`config.mk`:
```
export PLATFORM = sky130hd
export DESIGN_NAME = kmer_base16_window_encoder_flat
export DESIGN_NICKNAME = d
export VERILOG_FILES = /design/src/design/kbwe_pkg.sv /design/src/design/kbwe_stream_if.sv /design/src/design/kbwe_front.sv /design/src/design/kbwe_fifo.sv /design/src/design/kbwe_back.sv /design/src/design/kmer_base16_window_encoder.sv /design/src/flat_wrapper.sv
export SDC_FILE = /design/constraint.sdc
export NUM_CORES = 2
export LEC_CHECK = 0
export BUFFER_PORTS_ARGS = -buffer_cell sky130_fd_sc_hd__buf_4
export CAP_MARGIN = 40
export CORE_MARGIN = 2
export CORE_UTILIZATION = 43
export DETAILED_ROUTE_END_ITERATION = 10
export GPL_TIMING_DRIVEN = 0
export MAX_ROUTING_LAYER = met4
export PLACE_DENSITY = 0.64
export SETUP_SLACK_MARGIN = 0.1
export SLEW_MARGIN = 40
export SYNTH_ARGS = -nofsm -noshare
export SYNTH_HDL_FRONTEND = slang
export SYNTH_SLANG_ARGS = --single-unit
```
`constraint.sdc`:
```
create_clock -name clk -period 19.7 [get_ports clk]
set_input_delay 5.91 -clock clk [delete_from_list [all_inputs] [get_ports clk]]
set_output_delay 5.91 -clock clk [all_outputs]
set_load 0.02 [all_outputs]
```
`src/design/kbwe_pkg.sv`:
```
// ----------------------------------------------------------------------------
// kbwe_pkg
// Shared types, constants and the symbol code lookup for the k-mer window
// encoder.
// ----------------------------------------------------------------------------
`default_nettype none

package kbwe_pkg;

    // Parameter defaults
    localparam int K_MAX_DEF         = 6;
    localparam int POSITION_BITS_DEF = 16;
    localparam int QUEUE_DEPTH_DEF   = 2;

    // Field widths
    localparam int SYMBOL_W   = 8;
    localparam int FEATURE_W  = 32;
    localparam int INDEX_W    = 16;
    localparam int KMER_W     = 3;
    localparam int STRIDE_W   = 8;
    localparam int SEGMENT_W  = 16;
    localparam int SKIP_W     = 16;
    localparam int SCALE_W    = 53;
    localparam int CHARPOS_W  = 17;
    localparam int CODE_W     = 4;
    localparam int WIN_W      = 24;          // window value carried in the queue
    localparam int SPLIT_W    = 24;          // low part of scale factor
    localparam int SCALE_HI_W = SCALE_W - SPLIT_W;
    localparam int PROD_HI_W  = WIN_W + SCALE_HI_W;
    localparam int PROD_W     = PROD_HI_W + 1;

    // Configuration port
    localparam int CFG_INDEX_W = 3;
    localparam int CFG_DATA_W  = SCALE_W;

    localparam logic [CFG_INDEX_W-1:0] REG_KMER_LEN      = 3'd0;
    localparam logic [CFG_INDEX_W-1:0] REG_WINDOW_STRIDE = 3'd1;
    localparam logic [CFG_INDEX_W-1:0] REG_SEGMENT_LEN   = 3'd2;
    localparam logic [CFG_INDEX_W-1:0] REG_SKIP_COUNT    = 3'd3;
    localparam logic [CFG_INDEX_W-1:0] REG_SCALE_FACTOR  = 3'd4;

    localparam logic [KMER_W-1:0]    KMER_LEN_RST      = 3'd3;
    localparam logic [STRIDE_W-1:0]  WINDOW_STRIDE_RST = 8'd3;
    localparam logic [SEGMENT_W-1:0] SEGMENT_LEN_RST   = 16'd28500;
    localparam logic [SKIP_W-1:0]    SKIP_COUNT_RST    = 16'd200;
    localparam logic [SCALE_W-1:0]   SCALE_FACTOR_RST  = 53'd8798241030272;

    // Q.30 constants
    localparam logic [FEATURE_W-1:0] Q30_ONE     = 32'h4000_0000;
    localparam logic [PROD_W-1:0]    Q30_SAT_LIM = PROD_W'(64'h8000_0000);

    typedef logic [SYMBOL_W-1:0] symbol_t;

    typedef struct packed {
        logic [SYMBOL_W-1:0] symbol;
        logic                final_char;
    } in_t;

    typedef struct packed {
        logic signed [FEATURE_W-1:0] feature;
        logic [INDEX_W-1:0]          window_index;
        logic                        has_feature;
        logic                        bad_symbol;
        logic                        end_of_sequence;
    } out_t;

    typedef struct packed {
        logic [KMER_W-1:0]    kmer_len;
        logic [STRIDE_W-1:0]  window_stride;
        logic [SEGMENT_W-1:0] segment_len;
        logic [SKIP_W-1:0]    skip_count;
        logic [SCALE_W-1:0]   scale_factor;
    } cfg_t;

    // Classified transaction handed from front to back
    typedef struct packed {
        logic [WIN_W-1:0]   window;
        logic [INDEX_W-1:0] window_index;
        logic               has_feature;
        logic               bad_symbol;
        logic               end_of_sequence;
    } entry_t;

    typedef struct packed {
        logic              found;
        logic [CODE_W-1:0] code;
    } code_t;

    // "AMVHCRSNWUYBGKDT"
    localparam symbol_t CODE_TABLE [16] = '{
        8'h41, 8'h4D, 8'h56, 8'h48, 8'h43, 8'h52, 8'h53, 8'h4E,
        8'h57, 8'h55, 8'h59, 8'h42, 8'h47, 8'h4B, 8'h44, 8'h54
    };

    // Letters are distinct, so at most one entry matches
    function automatic code_t code_lookup(input symbol_t sym);
        code_t res;
        res = '0;
        for (int i = 0; i < 16; i++)
        begin
            if (CODE_TABLE[i] == sym)
            begin
                res.found = 1'b1;
                res.code  = CODE_W'(i);
            end
        end
        return res;
    endfunction

endpackage

`default_nettype wire

```
`src/design/kbwe_stream_if.sv`:
```
// ----------------------------------------------------------------------------
// kbwe_stream_if
// Valid/ready stream channel carrying one payload of type T.
// ----------------------------------------------------------------------------
`default_nettype none

interface kbwe_stream_if #(parameter type T = logic);
    logic valid;
    logic ready;
    T     data;

    modport source (output valid, output data, input ready);
    modport sink   (input valid, input data, output ready);
endinterface

`default_nettype wire

```
`src/design/kbwe_front.sv`:
```
// ----------------------------------------------------------------------------
// kbwe_front
// Accepts characters, tracks sequence position, window value and stride
// phase, and queues one entry per window or final character.
// ----------------------------------------------------------------------------
`default_nettype none

module kbwe_front #(
    parameter int K_MAX         = kbwe_pkg::K_MAX_DEF,
    parameter int POSITION_BITS = kbwe_pkg::POSITION_BITS_DEF
) (
    input  wire logic             clk,
    input  wire logic             rst_n,
    input  wire kbwe_pkg::cfg_t   cfg,
    kbwe_stream_if.sink           chars,
    input  wire logic             queue_full,
    output logic                  push,
    output kbwe_pkg::entry_t      push_data
);

    localparam int WB  = 4 * K_MAX;
    localparam int SBW = $clog2(K_MAX + 1);
    localparam int PB  = POSITION_BITS;
    localparam int CW  = kbwe_pkg::CHARPOS_W;
    localparam int KW  = kbwe_pkg::KMER_W;
    localparam int SW  = kbwe_pkg::STRIDE_W;

    logic [CW-1:0]  char_pos_reg, char_pos_next;
    logic [WB-1:0]  window_reg, window_next;
    logic [SW-1:0]  phase_reg, phase_next;
    logic [PB-1:0]  windows_reg, windows_next;
    logic [SBW-1:0] since_bad_reg, since_bad_next;

    logic [KW-1:0]  eff_k;
    logic [SW-1:0]  eff_stride;
    logic [WB-1:0]  mask;
    logic [WB+3:0]  shifted;
    logic [CW-1:0]  p;
    logic           active, complete, aligned, in_seg, emit, bad, accept;
    kbwe_pkg::code_t lk;
    logic [WB+kbwe_pkg::WIN_W-1:0] win_ext;
    logic [PB+kbwe_pkg::INDEX_W-1:0] idx_ext;
    logic [SBW-1:0] since_upd;
    logic [SW-1:0]  phase_upd;
    logic [WB-1:0]  window_upd;

    assign chars.ready = !queue_full;
    assign accept      = chars.valid && chars.ready;

    always_comb
    begin
        if (cfg.kmer_len == '0)
            eff_k = KW'(1);
        else if (cfg.kmer_len > KW'(K_MAX))
            eff_k = KW'(K_MAX);
        else
            eff_k = cfg.kmer_len;
        eff_stride = (cfg.window_stride == '0) ? SW'(1) : cfg.window_stride;

        for (int j = 0; j < WB; j++)
        begin
            mask[j] = (KW'(j / 4) < eff_k);
        end

        lk      = kbwe_pkg::code_lookup(chars.data.symbol);
        active  = char_pos_reg >= {1'b0, cfg.skip_count};
        p       = char_pos_reg - {1'b0, cfg.skip_count};
        shifted = {window_reg, lk.code};
        window_upd = shifted[WB-1:0] & mask;

        if (!lk.found)
            since_upd = '0;
        else if (since_bad_reg < SBW'(K_MAX))
            since_upd = since_bad_reg + SBW'(1);
        else
            since_upd = since_bad_reg;

        complete = ({1'b0, p} + (CW+1)'(1)) >= (CW+1)'(eff_k);
        aligned  = phase_reg == '0;
        in_seg   = p < {1'b0, cfg.segment_len};
        phase_upd = (({1'b0, phase_reg} + (SW+1)'(1)) >= {1'b0, eff_stride}) ?
                    '0 : phase_reg + SW'(1);

        emit = active && complete && aligned && in_seg;
        bad  = since_upd < SBW'(eff_k);

        win_ext = {{kbwe_pkg::WIN_W{1'b0}}, window_upd};
        idx_ext = {{kbwe_pkg::INDEX_W{1'b0}}, windows_reg};

        push_data.window          = emit ? win_ext[kbwe_pkg::WIN_W-1:0] : '0;
        push_data.window_index    = emit ? idx_ext[kbwe_pkg::INDEX_W-1:0] : '0;
        push_data.has_feature     = emit;
        push_data.bad_symbol      = emit && bad;
        push_data.end_of_sequence = chars.data.final_char;
        push = accept && (emit || chars.data.final_char);

        char_pos_next  = char_pos_reg;
        window_next    = window_reg;
        phase_next     = phase_reg;
        windows_next   = windows_reg;
        since_bad_next = since_bad_reg;
        if (accept)
        begin
            if (chars.data.final_char)
            begin
                char_pos_next  = '0;
                window_next    = '0;
                phase_next     = '0;
                windows_next   = '0;
                since_bad_next = SBW'(K_MAX);
            end
            else
            begin
                if (char_pos_reg != '1)
                    char_pos_next = char_pos_reg + CW'(1);
                if (active)
                begin
                    window_next    = window_upd;
                    since_bad_next = since_upd;
                    if (complete)
                        phase_next = phase_upd;
                end
                if (emit && windows_reg != '1)
                    windows_next = windows_reg + PB'(1);
            end
        end
    end

    always_ff @(posedge clk or negedge rst_n)
    begin
        if (!rst_n)
        begin
            char_pos_reg  <= '0;
            window_reg    <= '0;
            phase_reg     <= '0;
            windows_reg   <= '0;
            since_bad_reg <= SBW'(K_MAX);
        end
        else
        begin
            char_pos_reg  <= char_pos_next;
            window_reg    <= window_next;
            phase_reg     <= phase_next;
            windows_reg   <= windows_next;
            since_bad_reg <= since_bad_next;
        end
    end

    a_since_bad_bound: assert property (@(posedge clk) disable iff (!rst_n)
        since_bad_reg <= SBW'(K_MAX))
        else $error("since_bad counter beyond kmer maximum");

    a_push_not_full: assert property (@(posedge clk) disable iff (!rst_n)
        push |-> !queue_full)
        else $error("push into full queue");

endmodule

`default_nettype wire

```
`src/design/kbwe_fifo.sv`:
```
// ----------------------------------------------------------------------------
// kbwe_fifo
// Short queue decoupling the classifying front from the scaling back.
// ----------------------------------------------------------------------------
`default_nettype none

module kbwe_fifo #(
    parameter int DEPTH = kbwe_pkg::QUEUE_DEPTH_DEF
) (
    input  wire logic              clk,
    input  wire logic              rst_n,
    input  wire logic              push,
    input  wire kbwe_pkg::entry_t  push_data,
    input  wire logic              pop,
    output logic                   full,
    output logic                   valid,
    output kbwe_pkg::entry_t       head
);

    localparam int PW = (DEPTH > 1) ? $clog2(DEPTH) : 1;
    localparam int CNW = $clog2(DEPTH + 1);

    kbwe_pkg::entry_t mem [DEPTH];
    logic [PW-1:0]  wr_ptr_reg, wr_ptr_next;
    logic [PW-1:0]  rd_ptr_reg, rd_ptr_next;
    logic [CNW-1:0] count_reg, count_next;
    logic           do_pop;

    assign full   = count_reg == CNW'(DEPTH);
    assign valid  = count_reg != '0;
    assign head   = mem[rd_ptr_reg];
    assign do_pop = pop && valid;

    always_comb
    begin
        wr_ptr_next = wr_ptr_reg;
        rd_ptr_next = rd_ptr_reg;
        count_next  = count_reg;
        if (push)
            wr_ptr_next = (wr_ptr_reg == PW'(DEPTH - 1)) ? '0 : wr_ptr_reg + PW'(1);
        if (do_pop)
            rd_ptr_next = (rd_ptr_reg == PW'(DEPTH - 1)) ? '0 : rd_ptr_reg + PW'(1);
        if (push && !do_pop)
            count_next = count_reg + CNW'(1);
        else if (!push && do_pop)
            count_next = count_reg - CNW'(1);
    end

    always_ff @(posedge clk)
    begin
        if (push)
            mem[wr_ptr_reg] <= push_data;
    end

    always_ff @(posedge clk or negedge rst_n)
    begin
        if (!rst_n)
        begin
            wr_ptr_reg <= '0;
            rd_ptr_reg <= '0;
            count_reg  <= '0;
        end
        else
        begin
            wr_ptr_reg <= wr_ptr_next;
            rd_ptr_reg <= rd_ptr_next;
            count_reg  <= count_next;
        end
    end

    a_count_bound: assert property (@(posedge clk) disable iff (!rst_n)
        count_reg <= CNW'(DEPTH))
        else $error("queue occupancy beyond depth");

endmodule

`default_nettype wire

```
`src/design/kbwe_back.sv`:
```
// ----------------------------------------------------------------------------
// kbwe_back
// Scales queued window values to signed Q.30: split multiply, then add,
// offset and saturate into the output register.
// ----------------------------------------------------------------------------
`default_nettype none

module kbwe_back (
    input  wire logic                         clk,
    input  wire logic                         rst_n,
    input  wire logic [kbwe_pkg::SCALE_W-1:0] scale_factor,
    input  wire logic                         entry_valid,
    input  wire kbwe_pkg::entry_t             entry,
    output logic                              pop,
    kbwe_stream_if.source                     features
);

    localparam int SPW = kbwe_pkg::SPLIT_W;
    localparam int HW  = kbwe_pkg::SCALE_HI_W;
    localparam int PHW = kbwe_pkg::PROD_HI_W;
    localparam int PW  = kbwe_pkg::PROD_W;
    localparam int FW  = kbwe_pkg::FEATURE_W;

    logic                    en1, en2;
    logic                    s1_valid_reg, s1_valid_next;
    logic [PHW-1:0]          prod_hi_reg;
    logic [SPW-1:0]          prod_lo_reg;
    kbwe_pkg::entry_t        s1_entry_reg;
    logic [2*SPW-1:0]        prod_lo_full;
    logic                    out_valid_reg, out_valid_next;
    kbwe_pkg::out_t          out_data_reg, out_data_next;
    logic [PW-1:0]           sum;
    logic [FW-1:0]           scaled;

    assign en2 = !out_valid_reg || features.ready;
    assign en1 = !s1_valid_reg || en2;
    assign pop = en1 && entry_valid;

    assign prod_lo_full = entry.window * scale_factor[SPW-1:0];

    always_comb
    begin
        s1_valid_next  = en1 ? entry_valid : s1_valid_reg;
        out_valid_next = en2 ? s1_valid_reg : out_valid_reg;

        sum = {1'b0, prod_hi_reg} + PW'(prod_lo_reg);
        if (sum >= kbwe_pkg::Q30_SAT_LIM)
            scaled = kbwe_pkg::Q30_ONE;
        else
            scaled = sum[FW-1:0] - kbwe_pkg::Q30_ONE;

        out_data_next.feature         = s1_entry_reg.has_feature ? $signed(scaled) : '0;
        out_data_next.window_index    = s1_entry_reg.window_index;
        out_data_next.has_feature     = s1_entry_reg.has_feature;
        out_data_next.bad_symbol      = s1_entry_reg.bad_symbol;
        out_data_next.end_of_sequence = s1_entry_reg.end_of_sequence;
    end

    // Payload registers
    always_ff @(posedge clk)
    begin
        if (pop)
        begin
            prod_hi_reg  <= entry.window * scale_factor[SPW+HW-1:SPW];
            prod_lo_reg  <= prod_lo_full[2*SPW-1:SPW];
            s1_entry_reg <= entry;
        end
        if (en2 && s1_valid_reg)
            out_data_reg <= out_data_next;
    end

    always_ff @(posedge clk or negedge rst_n)
    begin
        if (!rst_n)
        begin
            s1_valid_reg  <= 1'b0;
            out_valid_reg <= 1'b0;
        end
        else
        begin
            s1_valid_reg  <= s1_valid_next;
            out_valid_reg <= out_valid_next;
        end
    end

    assign features.valid = out_valid_reg;
    assign features.data  = out_data_reg;

    a_empty_result_is_end: assert property (@(posedge clk) disable iff (!rst_n)
        out_valid_reg && !out_data_reg.has_feature |->
            out_data_reg.end_of_sequence && out_data_reg.feature == '0
            && out_data_reg.bad_symbol == 1'b0)
        else $error("result without window not an end-of-sequence marker");

    a_stage_advance: assert property (@(posedge clk) disable iff (!rst_n)
        s1_valid_reg && en2 |=> out_valid_reg)
        else $error("stage one transaction lost on advance");

endmodule

`default_nettype wire

```
`src/design/kmer_base16_window_encoder.sv`:
```
// ----------------------------------------------------------------------------
// kmer_base16_window_encoder
// Encodes a character stream into scaled base-16 k-mer window features.
// ----------------------------------------------------------------------------
//  channel   dir   payload                                           handshake
//  chars     in    symbol[7:0], final_char                           valid/ready
//  features  out   feature[31:0] s, window_index[15:0], has_feature,  valid/ready
//                  bad_symbol, end_of_sequence
//  cfg_*     in    cfg_index[2:0], cfg_data[52:0]                    cfg_we
//
//  One character per cycle sustained while features is not stalled; a result
//  leaves after its character is taken, via queue write, multiply stage and output register.
//  The multiply is split into a 24x24-bit low product and a 24x29-bit high
//  product, both formed in the multiply stage.
//  Reset clears all sequence state at once; no clearing pass.
//  chars.ready drops only while the queue (two entries by default) is full,
//  which happens only when features is stalled.
// ----------------------------------------------------------------------------
`default_nettype none

module kmer_base16_window_encoder #(
    parameter int K_MAX         = kbwe_pkg::K_MAX_DEF,
    parameter int POSITION_BITS = kbwe_pkg::POSITION_BITS_DEF,
    parameter int QUEUE_DEPTH   = kbwe_pkg::QUEUE_DEPTH_DEF
) (
    input  wire logic                             clk,
    input  wire logic                             rst_n,
    kbwe_stream_if.sink                           chars,
    kbwe_stream_if.source                         features,
    input  wire logic                             cfg_we,
    input  wire logic [kbwe_pkg::CFG_INDEX_W-1:0] cfg_index,
    input  wire logic [kbwe_pkg::CFG_DATA_W-1:0]  cfg_data
);

    kbwe_pkg::cfg_t   cfg_reg, cfg_next;
    logic             push, pop, q_full, q_valid;
    kbwe_pkg::entry_t push_data, q_head;

    always_comb
    begin
        cfg_next = cfg_reg;
        if (cfg_we)
        begin
            case (cfg_index)
                kbwe_pkg::REG_KMER_LEN:
                    cfg_next.kmer_len = cfg_data[kbwe_pkg::KMER_W-1:0];
                kbwe_pkg::REG_WINDOW_STRIDE:
                    cfg_next.window_stride = cfg_data[kbwe_pkg::STRIDE_W-1:0];
                kbwe_pkg::REG_SEGMENT_LEN:
                    cfg_next.segment_len = cfg_data[kbwe_pkg::SEGMENT_W-1:0];
                kbwe_pkg::REG_SKIP_COUNT:
                    cfg_next.skip_count = cfg_data[kbwe_pkg::SKIP_W-1:0];
                kbwe_pkg::REG_SCALE_FACTOR:
                    cfg_next.scale_factor = cfg_data[kbwe_pkg::SCALE_W-1:0];
                default:
                    cfg_next = cfg_reg;
            endcase
        end
    end

    always_ff @(posedge clk or negedge rst_n)
    begin
        if (!rst_n)
        begin
            cfg_reg.kmer_len      <= kbwe_pkg::KMER_LEN_RST;
            cfg_reg.window_stride <= kbwe_pkg::WINDOW_STRIDE_RST;
            cfg_reg.segment_len   <= kbwe_pkg::SEGMENT_LEN_RST;
            cfg_reg.skip_count    <= kbwe_pkg::SKIP_COUNT_RST;
            cfg_reg.scale_factor  <= kbwe_pkg::SCALE_FACTOR_RST;
        end
        else
        begin
            cfg_reg <= cfg_next;
        end
    end

    kbwe_front #(
        .K_MAX         (K_MAX),
        .POSITION_BITS (POSITION_BITS)
    ) u_front (
        .clk        (clk),
        .rst_n      (rst_n),
        .cfg        (cfg_reg),
        .chars      (chars),
        .queue_full (q_full),
        .push       (push),
        .push_data  (push_data)
    );

    kbwe_fifo #(
        .DEPTH (QUEUE_DEPTH)
    ) u_fifo (
        .clk       (clk),
        .rst_n     (rst_n),
        .push      (push),
        .push_data (push_data),
        .pop       (pop),
        .full      (q_full),
        .valid     (q_valid),
        .head      (q_head)
    );

    kbwe_back u_back (
        .clk          (clk),
        .rst_n        (rst_n),
        .scale_factor (cfg_reg.scale_factor),
        .entry_valid  (q_valid),
        .entry        (q_head),
        .pop          (pop),
        .features     (features)
    );

endmodule

`default_nettype wire

```
`src/flat_wrapper.sv`:
```
// flat-port wrapper written by rule: the top's interface ports become plain ports
module kmer_base16_window_encoder_flat 
#(
    parameter int K_MAX         = kbwe_pkg::K_MAX_DEF,
    parameter int POSITION_BITS = kbwe_pkg::POSITION_BITS_DEF,
    parameter int QUEUE_DEPTH   = kbwe_pkg::QUEUE_DEPTH_DEF
)
  (clk, rst_n, cfg_we, cfg_index, cfg_data, chars_valid, chars_data, chars_ready, features_valid, features_data, features_ready);
  kbwe_stream_if #(.T(kbwe_pkg::in_t)) chars_i ();
  kbwe_stream_if #(.T(kbwe_pkg::out_t)) features_i ();
  input  wire logic clk;
  input  wire logic rst_n;
  input  wire logic cfg_we;
  input  wire logic [kbwe_pkg::CFG_INDEX_W-1:0] cfg_index;
  input  wire logic [kbwe_pkg::CFG_DATA_W-1:0] cfg_data;
  input wire logic [$bits(chars_i.valid)-1:0] chars_valid;
  input wire logic [$bits(chars_i.data)-1:0] chars_data;
  output wire logic [$bits(chars_i.ready)-1:0] chars_ready;
  output wire logic [$bits(features_i.valid)-1:0] features_valid;
  output wire logic [$bits(features_i.data)-1:0] features_data;
  input wire logic [$bits(features_i.ready)-1:0] features_ready;
  assign chars_i.valid = chars_valid;
  assign chars_i.data = chars_data;
  assign chars_ready = chars_i.ready;
  assign features_valid = features_i.valid;
  assign features_data = features_i.data;
  assign features_i.ready = features_ready;
  kmer_base16_window_encoder #(.K_MAX(K_MAX), .POSITION_BITS(POSITION_BITS), .QUEUE_DEPTH(QUEUE_DEPTH)) u_core (.clk(clk), .rst_n(rst_n), .chars(chars_i), .features(features_i), .cfg_we(cfg_we), .cfg_index(cfg_index), .cfg_data(cfg_data));
endmodule
```
Yosys cells after proc, flatten, opt, wreduce, memory -nomap -nowiden --
Memories as Yosys holds them, arrays and structs flattened. Index checks and enable logic that the tools add are counted.
Storage, ports and cells: register bits 313, latch bits 0, bits in writable memories 86, memory bits (read-only) 0, bits of input ports 70, logic and storage cells 164, memories kept 1
Operators by class: add/sub/neg operators 13, $mul 2, divide/modulo/power cells 0, order comparisons 14, equality and inequality tests 23, shifts and indexed selects 0, mux-type cells 42, bitwise operators 2, reduce and logical (&&, ||, !) cells 40
Memories:
- u_core.u_fifo.mem | depth 2, bits a word 43, rd ports 1, clocked after Yosys merged registers in 0, wr ports 1, line kbwe_fifo.sv:23 | kbwe_pkg::entry_t mem [DEPTH];
Operators by type and width (count):
- $eq A7 B8 Y1 const A | 16
- $mux W5 | 16
- $add A53 B24 Y54 | 1
- $ge A54 B32 Y1 const B | 1
- $mul A24 B29 Y53 | 1
- $mul A24 B24 Y48 | 1
- $mux W16 | 3
- $mux W20 | 2
- $mux W8 | 5
- $mux W17 | 2
- $sub A32 B31 Y32 const B | 1
- $mux W31 | 1
- $and A24 B24 Y24 | 1
- $mux W24 | 1
- $add A17 B1 Y18 const B | 1
- $ge A18 B3 Y1 | 1
- $mux W3 | 6
- $add A17 B1 Y17 const B | 1
- $ge A17 B16 Y1 | 1
- $lt A17 B16 Y1 | 1
- $ne A17 B17 Y1 const B | 1
- $sub A17 B16 Y17 | 1
- $add A16 B1 Y16 const B | 1
- $logic_not A8 Y1 | 2
- 29 further kinds | 68

Logic depth before layout (Yosys ltp) --
depth after elaboration 20, gate-level depth with buffers 31, gate-level depth less buffers 28

Hierarchy --
From an unflattened synthesis, not the netlist that was laid out.
Second synthesis, totals: cells, all modules 6218, area total of the unflattened synthesis 60689.5 µm²
By module, submodules not included:
- kbwe_back | times used 1, cells an instance 5133, area each 47543.1 µm², sequential area each 4464.3 µm²
- kbwe_front | times used 1, cells an instance 728, area each 5967.0 µm², sequential area each 1604.0 µm²
- kmer_base16_window_encoder | times used 1, cells an instance 207, area each 3686.0 µm², sequential area each 2427.3 µm²
- kbwe_fifo | times used 1, cells an instance 150, area each 3493.4 µm², sequential area each 2682.6 µm²

Least setup slack after synthesis --
No wires, ideal clock.
path type input to register, start point input chars_data[0], end point memory u_core.u_fifo.mem[0][0] (netlist name), enable pin, library setup time 444 ps, data arrival time 8120 ps, setup slack 11137 ps, stages 3, path through clkbuf_1 o21ai_1 nor2_1
On the way: word-level cells in the longest chain between the ends 4
Ends and longest elaborated chain:
- from (decl) | line flat_wrapper.sv:17 | input wire logic [$bits(chars_i.data)-1:0] chars_data;
- $logic_or A1 B1 Y1 | line kbwe_front.sv:95 | push = accept && (emit || chars.data.final_char);
- $logic_and A1 B1 Y1 | line kbwe_front.sv:95
- $mux W1 | line kbwe_fifo.sv:51 | if (push)
- $mux W1 (implied by the code) | line kbwe_fifo.sv:52 | mem[wr_ptr_reg] <= push_data;
- to (decl) | line kbwe_fifo.sv:23
Every way passes these cells.

Worst setup path in the final report --
start point register u_core.u_fifo.rd_ptr_reg, end point register u_core.u_back.prod_lo_reg[23], data pin
On the way: word-level cells in the longest chain between the ends 2
Ends and longest elaborated chain:
- from (decl) | line kbwe_fifo.sv:25 | logic [PW-1:0] rd_ptr_reg, rd_ptr_next;
- from (signal assigned) | line kbwe_fifo.sv:66 | rd_ptr_reg <= rd_ptr_next;
- $mem_v2 Z2 W43
- $mul A24 B24 Y48 | line kbwe_back.sv:39 | assign prod_lo_full = entry.window * scale_factor[SPW-1:0];
- via u_core.u_back.prod_lo_full[47] | line kbwe_back.sv:29 | logic [2*SPW-1:0] prod_lo_full;
- to (signal assigned) | line kbwe_back.sv:65 | prod_lo_reg <= prod_lo_full[2*SPW-1:SPW];
- to (decl) | line kbwe_back.sv:27 | logic [SPW-1:0] prod_lo_reg;
The timed path passes the listed nets, and every way through them passes these cells. A chain may end at the register's enable or synchronous reset.

==> impl_metrics.json <==
{
  "clk_latency_ns": 0.66,
  "dr_wl_met3_um": 21000,
  "io_pins": 123,
  "grtUsageTotal_pct": 30.3,
  "final_common_cell": "inv_1",
  "final_nets": 7893,
  "synth-edff-count": 233,
  "clock_sinks": 399,
  "seq_area_frac_synth_pct": 18.7,
  "grt_pass1_vias": 46492,
  "place_hpwl_um": 166000,
  "drc_errors": 0,
  "ys_ff_latch": 399,
  "wl_um": 205000,
  "outcome": "finished clean",
  "grt_pass1_wl_um": 304000,
  "cts_hold_buf": 0,
  "yosys.area.top_type": "fa_1",
  "critPathCapture": "u_core.u_back.prod_lo_reg[23]",
  "synth_cells": 6135,
  "worstSetupEndpointType": "register",
  "ant_nets": 0,
  "fmax_mhz": 91.2,
  "start_util_pct": 43.4,
  "rr_endpoint": "u_core.u_back.prod_lo_reg[23]",
  "multi_input_area_um2": 42700,
  "setup_viol": 0,
  "maxCapViolations": 0,
  "die_y_um": 377,
  "clkSlewWorstSetupHoldPaths_ns": 0.07,
  "slew_headroom_pct": 37.9,
  "reg2reg_depth": 29,
  "cp.arrival_ns": 11.38,
  "finish.utilization_pct": 47.2,
  "initialDrtViolationCount": 3898,
  "cts_buffers": 48,
  "cts_setup_buffers": 0,
  "clock_skew_ns": 0.0663,
  "dieArea_um2": 142000,
  "syn_avg_cell_area_um2": 9.75,
  "cts_resized": 0,
  "reg2reg_from": "u_core.u_fifo.rd_ptr_reg",
  "wl_met2_um": 90300,
  "hp-class": "reg -> reg",
  "antenna_found_initial": 27,
  "final_max_slew_viol_count": 0,
  "synth_area_um2": 59800,
  "num_rows": 136,
  "ys_types": 100,
  "r2r_slack_ns": 8.74,
  "layout.cells.most_common_list": "inv_1 (1292), fa_1 (1075), nand2_1 (752)",
  "gr-total-overflow": 0,
  "finalCritPeriodShare_pct": 55.6,
  "crit_type": "reg -> reg",
  "yosysTopAreaCellShare_pct": 36.0,
  "cp.required_ns": 20.12,
  "cpMostUsedCell": "fa_1",
  "first_pass_iters": 6,
  "coreArea_um2": 138000,
  "viasPerCell": 5.46,
  "cts_tree": "yes",
  "io_buffers": 121,
  "cts_root_buf": "clkbuf_16",
  "critPathLaunchType": "register",
  "postSynthNetCount": 7706,
  "drive_gt1_share_pct": 8.27,
  "crit_path_max_fanout": 10,
  "async_flop_share_pct": 41.6,
  "vias": 44602,
  "area_delta_synth_final_pct": 8.89,
  "globalplace.congestion": 1.02,
  "worst_path_max_delay_cell": "mux2_2",
  "htreeDepth": 2,
  "synth_ff_type": "edfxtp_1",
  "grt_max_degree": 79,
  "drt-met1-wl_um": 82300,
  "hold_violations": 0,
  "top_layer": "met4",
  "seq_area_um2": 11200,
  "max_stage_delay_ns": 0.78,
  "clk_path_buf_depth": 3,
  "worst_pin_slew_ns": 0.931,
  "largest_register_ffs": 96,
  "nFillCells": 13112,
  "min_period_ns": 10.96,
  "fp.dieW_um": 377,
  "yosys_warnings": 0,
  "grt_setup_unrepaired": "false",
  "synthTopCellsByArea": "fa_1 (36%), edfxtp_1 (12%), ha_1 (8.9%)",
  "worstHoldPathCells": 0,
  "setup_tns_ns": 0,
  "startpoint": "u_core.u_fifo.rd_ptr_reg",
  "wire_per_inst_um": 25.1
}
==> synthesized netlist by cell type, types with 15 or more instances <==
master and n:
and3_1 44, a21o_1 89, nand3_1 48, nand2_1 752, nand2b_1 22, xnor2_1 75, o211ai_1 20, edfxtp_1 233
dfrtp_1 144, nor2b_1 26, or3_1 21, nor3_1 30, and2_1 676, inv_1 1293, fa_1 1075, nand4_1 38
nor2_1 107, clkbuf_1 266, a211oi_1 17, ha_1 426, o21ai_0 107, nor2_2 15, dfstp_2 22, mux2_2 117
xor2_1 57, o21a_1 17, a21oi_1 128, a22o_1 16
==> worst min path at each step <==
stage | from | to | slack [ns]
final | u_core.u_back.out_data_next[15] | u_core.u_back.features.data[15] | 0.42
after global routing | u_core.u_back.out_data_next[14] | u_core.u_back.features.data[14] | 0.43
after CTS | u_core.u_back.out_data_next[15] | u_core.u_back.features.data[15] | 0.41
after detailed placement | u_core.u_back.out_data_next[15] | u_core.u_back.features.data[15] | 0.40
after global placement | u_core.u_back.out_data_next[14] | u_core.u_back.features.data[14] | 0.40
after floorplan | u_core.u_back.out_data_next[0] | u_core.u_back.features.data[0] | 0.40
==> per-layer routing <==
| layer | up-vias | GRT usage [%] |
|---|---|---|
| li1 | 19314 | - |
| met4 | 0 | 13.9 |
| met1 | 22611 | 39.0 |
| met3 | 507 | 7.28 |
| met2 | 2170 | 45.2 |
| met5 | - | - |
==> critical path: cells and delay by family (launching register included) <==
kind	cells	cell delay (ns)
xor gates and xnor gates	1	0.23
and+or+nand+nor	3	0.41
DFF	1	0.32
AOI/OAI and AO/OA	8	3.05
muxes	1	0.78
buffers and inverters	8	1.80
adders and majority gates	8	4.09
==> area by class of cell <==
type                       instances  area share [%]
sequential                       399            17.2
tap                             1794            3.45
inverter                        1294            7.47
clock buffer                      65            2.07
timing repair buffer             137            1.86
clock inverter                    24           0.450
buffer                           282            1.87
multi-input combinational       4160            65.6
antenna                           21          0.0807
==> logic make-up (layout without fill, tap and decap cells) <==
kind of cell               Yosys count  count (layout)  share of synthesized area [%]
other                                0              21                              0
muxes                              124             124                           2.33
AOI/OAI and AO/OA                  528             528                           5.96
DFF                                399             399                           18.7
adders and majority gates         1502            1502                           44.9
buffers and inverters             1576            1802                           9.96
xor gates and xnor gates           132             132                           1.93
and+or+nand+nor                   1874            1874                           16.2
==> metrics by stage <==
step / cell area (um2) / hold WS (ns) / cells / worst slack [ns]
after global routing: 65100 / 0.428 / 8169 / 8.42
after CTS: 65100 / 0.410 / 8155 / 8.84
after floorplan: 59800 / 0.400 / 6135 / 11.14
final: 65100 / 0.420 / 8176 / 8.74
after global placement: 62900 / 0.403 / 8050 / 8.31
after detailed placement: 63400 / 0.405 / 8066 / 8.91
Power is left out: the tool's default activity adds up to more than one toggle a clock period on the data nets, which glitch-free logic cannot reach.
